===== src/hw/rtl/psho_pkg.sv =====
// Shared types and constants for the perfect shuffle order block.
`timescale 1ns / 1ps
`default_nettype none

package psho_pkg;

    // Widths fixed by the request and result fields.
    localparam int POS_W   = 11;
    localparam int ORDER_W = 11;
    // The running LCM holds one extra bit so that it can mark saturation.
    localparam int ACC_W   = 12;
    localparam logic [ORDER_W-1:0] ORDER_MAX = {ORDER_W{1'b1}};
    localparam logic [ACC_W-1:0]   ACC_SAT   = {1'b1, {ORDER_W{1'b0}}};
    localparam int DIV_STEPS = ACC_W;
    localparam int DIV_CNT_W = $clog2(DIV_STEPS + 1);

    // Sequencer states.
    typedef enum logic [3:0] {
        S_IDLE,
        S_CLEAR,
        S_SCAN_RD,
        S_SCAN_CHK,
        S_WALK,
        S_FOLD,
        S_GCD,
        S_QUO,
        S_MUL,
        S_SAT,
        S_FINISH
    } t_state;

    // Request to the shared divider.
    typedef struct packed {
        logic               start;
        logic [ACC_W-1:0]   dividend;
        logic [POS_W-1:0]   divisor;
    } t_div_req;

    // Answer from the shared divider.
    typedef struct packed {
        logic               done;
        logic [ACC_W-1:0]   quotient;
        logic [POS_W-1:0]   remainder;
    } t_div_rsp;

endpackage

`default_nettype wire


===== src/hw/rtl/psho_div.sv =====
// Restoring divider, one quotient bit per cycle, shared by the gcd and LCM steps.
`timescale 1ns / 1ps
`default_nettype none

module psho_div
    import psho_pkg::*;
(
    input  wire logic     i_clk,
    input  wire logic     i_rst_n,
    input  wire t_div_req i_req,
    output t_div_rsp      o_rsp
);

    logic [DIV_CNT_W-1:0] r_cnt;
    logic [DIV_CNT_W-1:0] n_cnt;
    logic                 r_done;
    logic                 n_done;
    logic [ACC_W-1:0]     r_quo;
    logic [ACC_W-1:0]     n_quo;
    logic [POS_W-1:0]     r_rem;
    logic [POS_W-1:0]     n_rem;
    logic [POS_W-1:0]     r_dvs;
    logic [POS_W-1:0]     n_dvs;
    logic [ACC_W-1:0]     rem_shift;
    logic [ACC_W-1:0]     rem_diff;

    // One shift and trial subtract per cycle.
    assign rem_shift = {r_rem, r_quo[ACC_W-1]};
    assign rem_diff  = rem_shift - {1'b0, r_dvs};

    always_comb begin
        n_cnt  = r_cnt;
        n_done = 1'b0;
        n_quo  = r_quo;
        n_rem  = r_rem;
        n_dvs  = r_dvs;
        if (r_cnt != '0) begin
            n_cnt = r_cnt - 1'b1;
            if (rem_shift >= {1'b0, r_dvs}) begin
                n_rem = rem_diff[POS_W-1:0];
                n_quo = {r_quo[ACC_W-2:0], 1'b1};
            end else begin
                n_rem = rem_shift[POS_W-1:0];
                n_quo = {r_quo[ACC_W-2:0], 1'b0};
            end
            if (r_cnt == DIV_CNT_W'(1)) begin
                n_done = 1'b1;
            end
        end else if (i_req.start) begin
            n_cnt = DIV_CNT_W'(DIV_STEPS);
            n_quo = i_req.dividend;
            n_rem = '0;
            n_dvs = i_req.divisor;
        end
    end

    // Control state is reset; the operands are not.
    always_ff @(posedge i_clk) begin
        if (!i_rst_n) begin
            r_cnt  <= '0;
            r_done <= 1'b0;
        end else begin
            r_cnt  <= n_cnt;
            r_done <= n_done;
        end
    end

    always_ff @(posedge i_clk) begin
        r_quo <= n_quo;
        r_rem <= n_rem;
        r_dvs <= n_dvs;
    end

    assign o_rsp.done      = r_done;
    assign o_rsp.quotient  = r_quo;
    assign o_rsp.remainder = r_rem;

endmodule

`default_nettype wire


===== src/hw/rtl/perfect_shuffle_order.sv =====
// Perfect shuffle order: cycle walk over a visited map and LCM fold via a shared divider.
// For n cards the sequencer clears the map, scans each position, walks each position of every
// new permutation cycle, checks each permutation cycle for a fold and then finishes; an empty
// deck goes straight to finish. Each LCM update that is not skipped runs gcd passes and one
// quotient pass of the 12-step divider, then multiplies and saturates.
// One request at a time: busy is high from the accepted
// start until the result strobe. Synchronous active-low reset idles the sequencer.
`timescale 1ns / 1ps
`default_nettype none

module perfect_shuffle_order
    import psho_pkg::*;
#(
    parameter int MAX_CARDS = 1024
) (
    input  wire logic               i_clk,
    input  wire logic               i_rst_n,
    input  wire logic               start,
    output logic                    busy,
    input  wire logic [POS_W-1:0]   i_deck_size,
    input  wire logic               i_out_shuffle,
    output logic                    o_done,
    output logic [ORDER_W-1:0]      o_shuffle_order
);

    // The deck field cannot exceed its own range, so storage stops there.
    localparam int DEPTH = (MAX_CARDS < 2047) ? MAX_CARDS : 2047;
    localparam int AW    = $clog2(DEPTH);
    localparam logic [POS_W-1:0] CAP = POS_W'(DEPTH);

    t_state               r_state;
    t_state               n_state;
    logic [POS_W-1:0]     r_n;
    logic                 r_outs;
    logic [POS_W-1:0]     r_scan;
    logic [POS_W-1:0]     r_walk;
    logic                 r_hit;
    logic [POS_W-1:0]     r_len;
    logic [POS_W-1:0]     r_last;
    logic [ACC_W-1:0]     r_acc;
    logic [POS_W-1:0]     r_gb;
    logic [POS_W-1:0]     r_q;
    logic [ACC_W+POS_W-1:0] r_prod;
    logic                 r_done;
    logic [ORDER_W-1:0]   r_order;

    logic                 mem [DEPTH];
    logic                 r_rd;
    logic                 mem_we;
    logic [AW-1:0]        mem_wa;
    logic                 mem_wd;
    logic [AW-1:0]        mem_ra;

    logic [POS_W-1:0]     n_eff;
    logic [POS_W-1:0]     scan_src;
    logic [POS_W-1:0]     walk_src;
    logic                 fold_skip;
    t_div_req             div_req;
    t_div_rsp             div_rsp;

    // Source position of the card that lands at position k after one shuffle.
    function automatic logic [POS_W-1:0] f_src(
        input logic [POS_W-1:0] k,
        input logic [POS_W-1:0] n,
        input logic             outs
    );
        logic [POS_W-1:0] h;
        logic [POS_W-1:0] lead;
        logic [POS_W-1:0] trail;
        logic [POS_W:0]   n_up;
        h     = n >> 1;
        n_up  = {1'b0, n} + 1'b1;
        lead  = outs ? '0 : h;
        trail = outs ? n_up[POS_W:1] : '0;
        if (n[0] && (k == n - 1'b1)) begin
            return lead + h;
        end
        return (k[0] ? trail : lead) + (k >> 1);
    endfunction

    assign n_eff     = (i_deck_size > CAP) ? CAP : i_deck_size;
    assign scan_src  = f_src(r_scan, r_n, r_outs);
    assign walk_src  = f_src(r_walk, r_n, r_outs);
    assign fold_skip = (r_len == POS_W'(1)) || (r_len == r_last) || r_acc[ACC_W-1];

    psho_div u_div (
        .i_clk   (i_clk),
        .i_rst_n (i_rst_n),
        .i_req   (div_req),
        .o_rsp   (div_rsp)
    );

    // Next state.
    always_comb begin
        n_state = r_state;
        unique case (r_state)
            S_IDLE: begin
                if (start) begin
                    n_state = (n_eff == '0) ? S_FINISH : S_CLEAR;
                end
            end
            S_CLEAR: begin
                if (r_scan == r_n - 1'b1) begin
                    n_state = S_SCAN_RD;
                end
            end
            S_SCAN_RD: begin
                n_state = (r_scan == r_n) ? S_FINISH : S_SCAN_CHK;
            end
            S_SCAN_CHK: begin
                n_state = r_rd ? S_SCAN_RD : S_WALK;
            end
            S_WALK: begin
                if (r_hit || r_rd) begin
                    n_state = S_FOLD;
                end
            end
            S_FOLD: begin
                n_state = fold_skip ? S_SCAN_RD : S_GCD;
            end
            S_GCD: begin
                if (div_rsp.done && div_rsp.remainder == '0) begin
                    n_state = S_QUO;
                end
            end
            S_QUO: begin
                if (div_rsp.done) begin
                    n_state = S_MUL;
                end
            end
            S_MUL:    n_state = S_SAT;
            S_SAT:    n_state = S_SCAN_RD;
            S_FINISH: n_state = S_IDLE;
            default:  n_state = S_IDLE;
        endcase
    end

    // Memory port and divider controls.
    always_comb begin
        mem_we  = 1'b0;
        mem_wa  = r_scan[AW-1:0];
        mem_wd  = 1'b0;
        mem_ra  = r_scan[AW-1:0];
        div_req = '0;
        unique case (r_state)
            S_CLEAR: begin
                mem_we = 1'b1;
            end
            S_SCAN_CHK: begin
                if (!r_rd) begin
                    mem_we = 1'b1;
                    mem_wd = 1'b1;
                    mem_ra = scan_src[AW-1:0];
                end
            end
            S_WALK: begin
                mem_wa = r_walk[AW-1:0];
                mem_ra = walk_src[AW-1:0];
                if (!(r_hit || r_rd)) begin
                    mem_we = 1'b1;
                    mem_wd = 1'b1;
                end
            end
            S_FOLD: begin
                div_req.start    = !fold_skip;
                div_req.dividend = r_acc;
                div_req.divisor  = r_len;
            end
            S_GCD: begin
                if (div_rsp.done) begin
                    div_req.start = 1'b1;
                    if (div_rsp.remainder == '0) begin
                        div_req.dividend = {1'b0, r_len};
                        div_req.divisor  = r_gb;
                    end else begin
                        div_req.dividend = {1'b0, r_gb};
                        div_req.divisor  = div_rsp.remainder;
                    end
                end
            end
            default: begin
            end
        endcase
    end

    // Visited map: one write port and one registered read port.
    always_ff @(posedge i_clk) begin
        if (mem_we) begin
            mem[mem_wa] <= mem_wd;
        end
    end

    always_ff @(posedge i_clk) begin
        r_rd <= mem[mem_ra];
    end

    // Control state.
    always_ff @(posedge i_clk) begin
        if (!i_rst_n) begin
            r_state <= S_IDLE;
            r_done  <= 1'b0;
        end else begin
            r_state <= n_state;
            r_done  <= (r_state == S_FINISH);
        end
    end

    // Datapath registers.
    always_ff @(posedge i_clk) begin
        case (r_state)
            S_IDLE: begin
                r_n    <= n_eff;
                r_outs <= i_out_shuffle;
                r_acc  <= ACC_W'(1);
                r_scan <= '0;
                r_last <= '0;
            end
            S_CLEAR: begin
                r_scan <= (r_scan == r_n - 1'b1) ? '0 : r_scan + 1'b1;
            end
            S_SCAN_CHK: begin
                if (r_rd) begin
                    r_scan <= r_scan + 1'b1;
                end else begin
                    r_walk <= scan_src;
                    r_hit  <= (scan_src == r_scan);
                    r_len  <= POS_W'(1);
                end
            end
            S_WALK: begin
                if (r_hit || r_rd) begin
                    r_scan <= r_scan + 1'b1;
                end else begin
                    r_walk <= walk_src;
                    r_hit  <= (walk_src == r_walk);
                    r_len  <= r_len + 1'b1;
                end
            end
            S_FOLD: begin
                r_gb <= r_len;
            end
            S_GCD: begin
                if (div_rsp.done && div_rsp.remainder != '0) begin
                    r_gb <= div_rsp.remainder;
                end
            end
            S_QUO: begin
                r_q <= div_rsp.quotient[POS_W-1:0];
            end
            S_MUL: begin
                r_prod <= r_acc * r_q;
            end
            S_SAT: begin
                r_acc  <= (r_prod > (ACC_W+POS_W)'(ORDER_MAX)) ? ACC_SAT
                                                              : r_prod[ACC_W-1:0];
                r_last <= r_len;
            end
            S_FINISH: begin
                r_order <= r_acc[ACC_W-1] ? ORDER_MAX : r_acc[ORDER_W-1:0];
            end
            default: begin
            end
        endcase
    end

    assign busy            = (r_state != S_IDLE);
    assign o_done          = r_done;
    assign o_shuffle_order = r_order;

endmodule

`default_nettype wire


===== config.mk =====
export PLATFORM = sky130hd
export DESIGN_NAME = perfect_shuffle_order
export DESIGN_NICKNAME = d
export VERILOG_FILES = /design/src/hw/rtl/psho_pkg.sv /design/src/hw/rtl/psho_div.sv /design/src/hw/rtl/perfect_shuffle_order.sv
export SDC_FILE = /design/constraint.sdc
export NUM_CORES = 2
export LEC_CHECK = 0
export ABC_AREA = 0
export ABC_CLOCK_PERIOD_IN_PS = 120200
export BUFFER_PORTS_ARGS = -buffer_cell sky130_fd_sc_hd__buf_2
export CORE_AREA = 2 2 237 472
export CTS_BUF_LIST = sky130_fd_sc_hd__clkbuf_4 sky130_fd_sc_hd__clkbuf_8
export DETAILED_ROUTE_END_ITERATION = 12
export DIE_AREA = 0 0 239 474
export PLACE_DENSITY_LB_ADDON = 0.12
export SLEW_MARGIN = 15
export SYNTH_ARGS = -nofsm -noshare
export SYNTH_HDL_FRONTEND = slang
export SYNTH_SLANG_ARGS = --single-unit

===== constraint.sdc =====
create_clock -name i_clk -period 120.2 [get_ports i_clk]
set_input_delay 18.03 -clock i_clk [delete_from_list [all_inputs] [get_ports i_clk]]
set_output_delay 18.03 -clock i_clk [all_outputs]
set_load 0.01 [all_outputs]

==> results.toml <==
[cts]
cts_made_buffers = 166
clockRootBuffer = "clkbuf_8"
clock_sinks = 1194
clkSlewWorstSetupHoldPaths_ns = 0.07
cts_hold_buf = 0
cts_tree = "yes"
htree_levels = 4
cts_resized = 0
clk-insertion-delay-late_ns = 0.90
cts_setup_buffers = 0
clk_path_buf_depth = 3

[drt]
ant_nets = 0
dr.first_iter.drc_count = 4388
routed_via_density = 6.19
wl_um = 177000
wl_per_cell_um = 25.3
wl_met3_um = 12300
vias = 43200
wl_met1_um = 61000
drc_errors = 0
wl_met2_um = 90400
drt_pass1_iterations = 7
top_layer = "met4"

[die]
die_x_um = 239
die_h_um = 474
coreArea_mm2 = 0.110
ioPinCount = 28
rows = 172
initial_utilization_pct = 54.6
die-area_mm2 = 0.113

[global_routing]
grt.overflow.total = 0
grt_pass1_wl_um = 261000
grt_pass1_vias = 42600
antenna_found_initial = 2
grtUsageTotal_pct = 31.4
grt_max_degree = 277

[timing]
final.min_clock_period_ns = 20.15
max_slew_margin_pct = 20.3
hold_viol_final = 0
tns_ns = 0
clock_skew_ns = 0.0336
finalSetupViolCount = 0
worst_slew_pin_slew_ns = 1.19
slew_viol_final = 0
rsz0062_at_grt = "false"
fmax_mhz = 49.6
post-route-period-util_pct = 16.8

[placed_design]
numPortBuffers = 27
gp_congestion = 0.889
dpl.hpwl_um = 102000

[worst_setup_path]
critical_path_required_ns = 102.17
worstSetupPathType = "reg -> out"
reg2reg_depth = 21
cp-end-kind = "output port"
startpoint_type = "flip-flop"
critPathMaxFanout = 15
worstPathArrival_ns = 2.12

[yosys]
ys_seq_area_share_pct = 59.6
ys_seq_elements = 1194
synth.net_count = 5831
ys.flop_type = "edfxtp_1"
syn_inst = 5625
async_reset_ff_share_pct = 0
synth_edf_count = 1183
synth_cell_types = 85
ys_warn_count = 0
syn_area_per_cell_um2 = 10.7
syn_area_mm2 = 0.0599

[hold_path]
hp-class = "reg -> reg"
min_path_cells = 0

[power_and_ir_drop]
ir_drop_uv = 20.1
p_per_area_mw_per_mm2 = 21.4
p_leak_nw = 22.2

[layout]
nets = 5669
utilization_pct = 58.4
layout_commonest_cell = "edfxtp_1"
syn_to_final_growth_pct = 6.95
drive_gt1_share_pct = 8.61
layout_common_cells = "edfxtp_1, nor2_1, nand2_1"

[run_status]
status = "completed"

[run]
drv_cap = 0
==> metrics by stage <==
step           instances  total power, W  hold slack (ns)  setup WS, ns  instance area, um2
2_1_floorplan       5625        0.000925            0.426         65.69               59900
5_1_grt             6980         0.00145            0.458         99.93               64100
6_report            6981         0.00137            0.449        100.05               64100
3_5_place_dp        6687         0.00106            0.435        100.48               60900
3_3_place_gp        6687         0.00106            0.436        100.45               60900
4_1_cts             6979         0.00138            0.450         99.98               64100
==> cell usage after synthesis, types with 33 or more instances <==
cell type  count  area [um2]
nor2_1      1174        4410
nor3_1        33         165
nor4_1        50         313
and2_1        80         500
buf_2        109         546
inv_1        159         597
buf_1         71         267
ha_1          99        1240
a31oi_1       82         513
a21oi_1      176         881
edfxtp_1    1183       35500
clkbuf_1     244         916
a211oi_1      34         255
nand3_1      245        1230
fa_1          92        1840
o21ai_0       68         340
xnor2_1       74         648
xor2_1        50         438
and3_1        38         238
mux2i_1      167        1670
a32oi_1       82         718
nand2_1      933        3500
==> layer usage <==
metal  vias up  GRT usage [%]
met5         -              0
met4         0           21.1
met3       557           4.21
met2      1793           55.2
met1     21600           35.5
li1      19200              -
==> where the power goes <==
group          total, W  internal (W)  switching, W
registers      0.000520      0.000494     0.0000254
clock network  0.000315      0.000157      0.000158
logic          0.000539      0.000186      0.000352
total           0.00137      0.000838      0.000536
==> worst max-delay path, cell delays in order (launching register included) <==
cell and delay [ns]:
dfxtp_1 0.61, nor2_1 0.19, nand2_1 0.25, buf_2 0.19
==> worst paths after layout <==
kind / startpoint / slack [ns] / endpoint
worst min-delay path: u_div.r_quo[2] / 0.45 / r_q[2]
worst min register to register: u_div.r_quo[2] / 0.45 / r_q[2]
worst max register to register: r_n[1] / 111.74 / r_rd
worst max-delay path: r_state[0] / 100.05 / busy
==> flip-flops by register name, summed over array words and instances (netlist names), 12 cells and up <==
signal and cells:
mem 1024, r_prod 23, r_acc 12, u_div.r_quo 12
==> layout make-up <==
type                    instances  area (um2)
clock buffers                 228        2790
inverters                     159         597
repair buffers                125         958
fillers                      9337       45700
flip-flops and latches       1194       35700
well taps                    1392        1740
multi-input cells            3817       21800
clock inverters                64         417
diodes                          2        5.00
==> cell families (layout without fill, tap and decap cells) <==
kind of cell	Yosys count	count (layout)	share of synthesized area (%)
AOI/OAI and AO/OA	641	641	7.22
and+or+nand+nor	2682	2682	18.8
buffers and inverters	614	576	4.32
DFF	1194	1194	59.6
muxes	179	179	3.02
adders and majority gates	191	191	5.14
other	0	2	0
xor gates and xnor gates	124	124	1.81
Power figures use the tool's default switching activity.
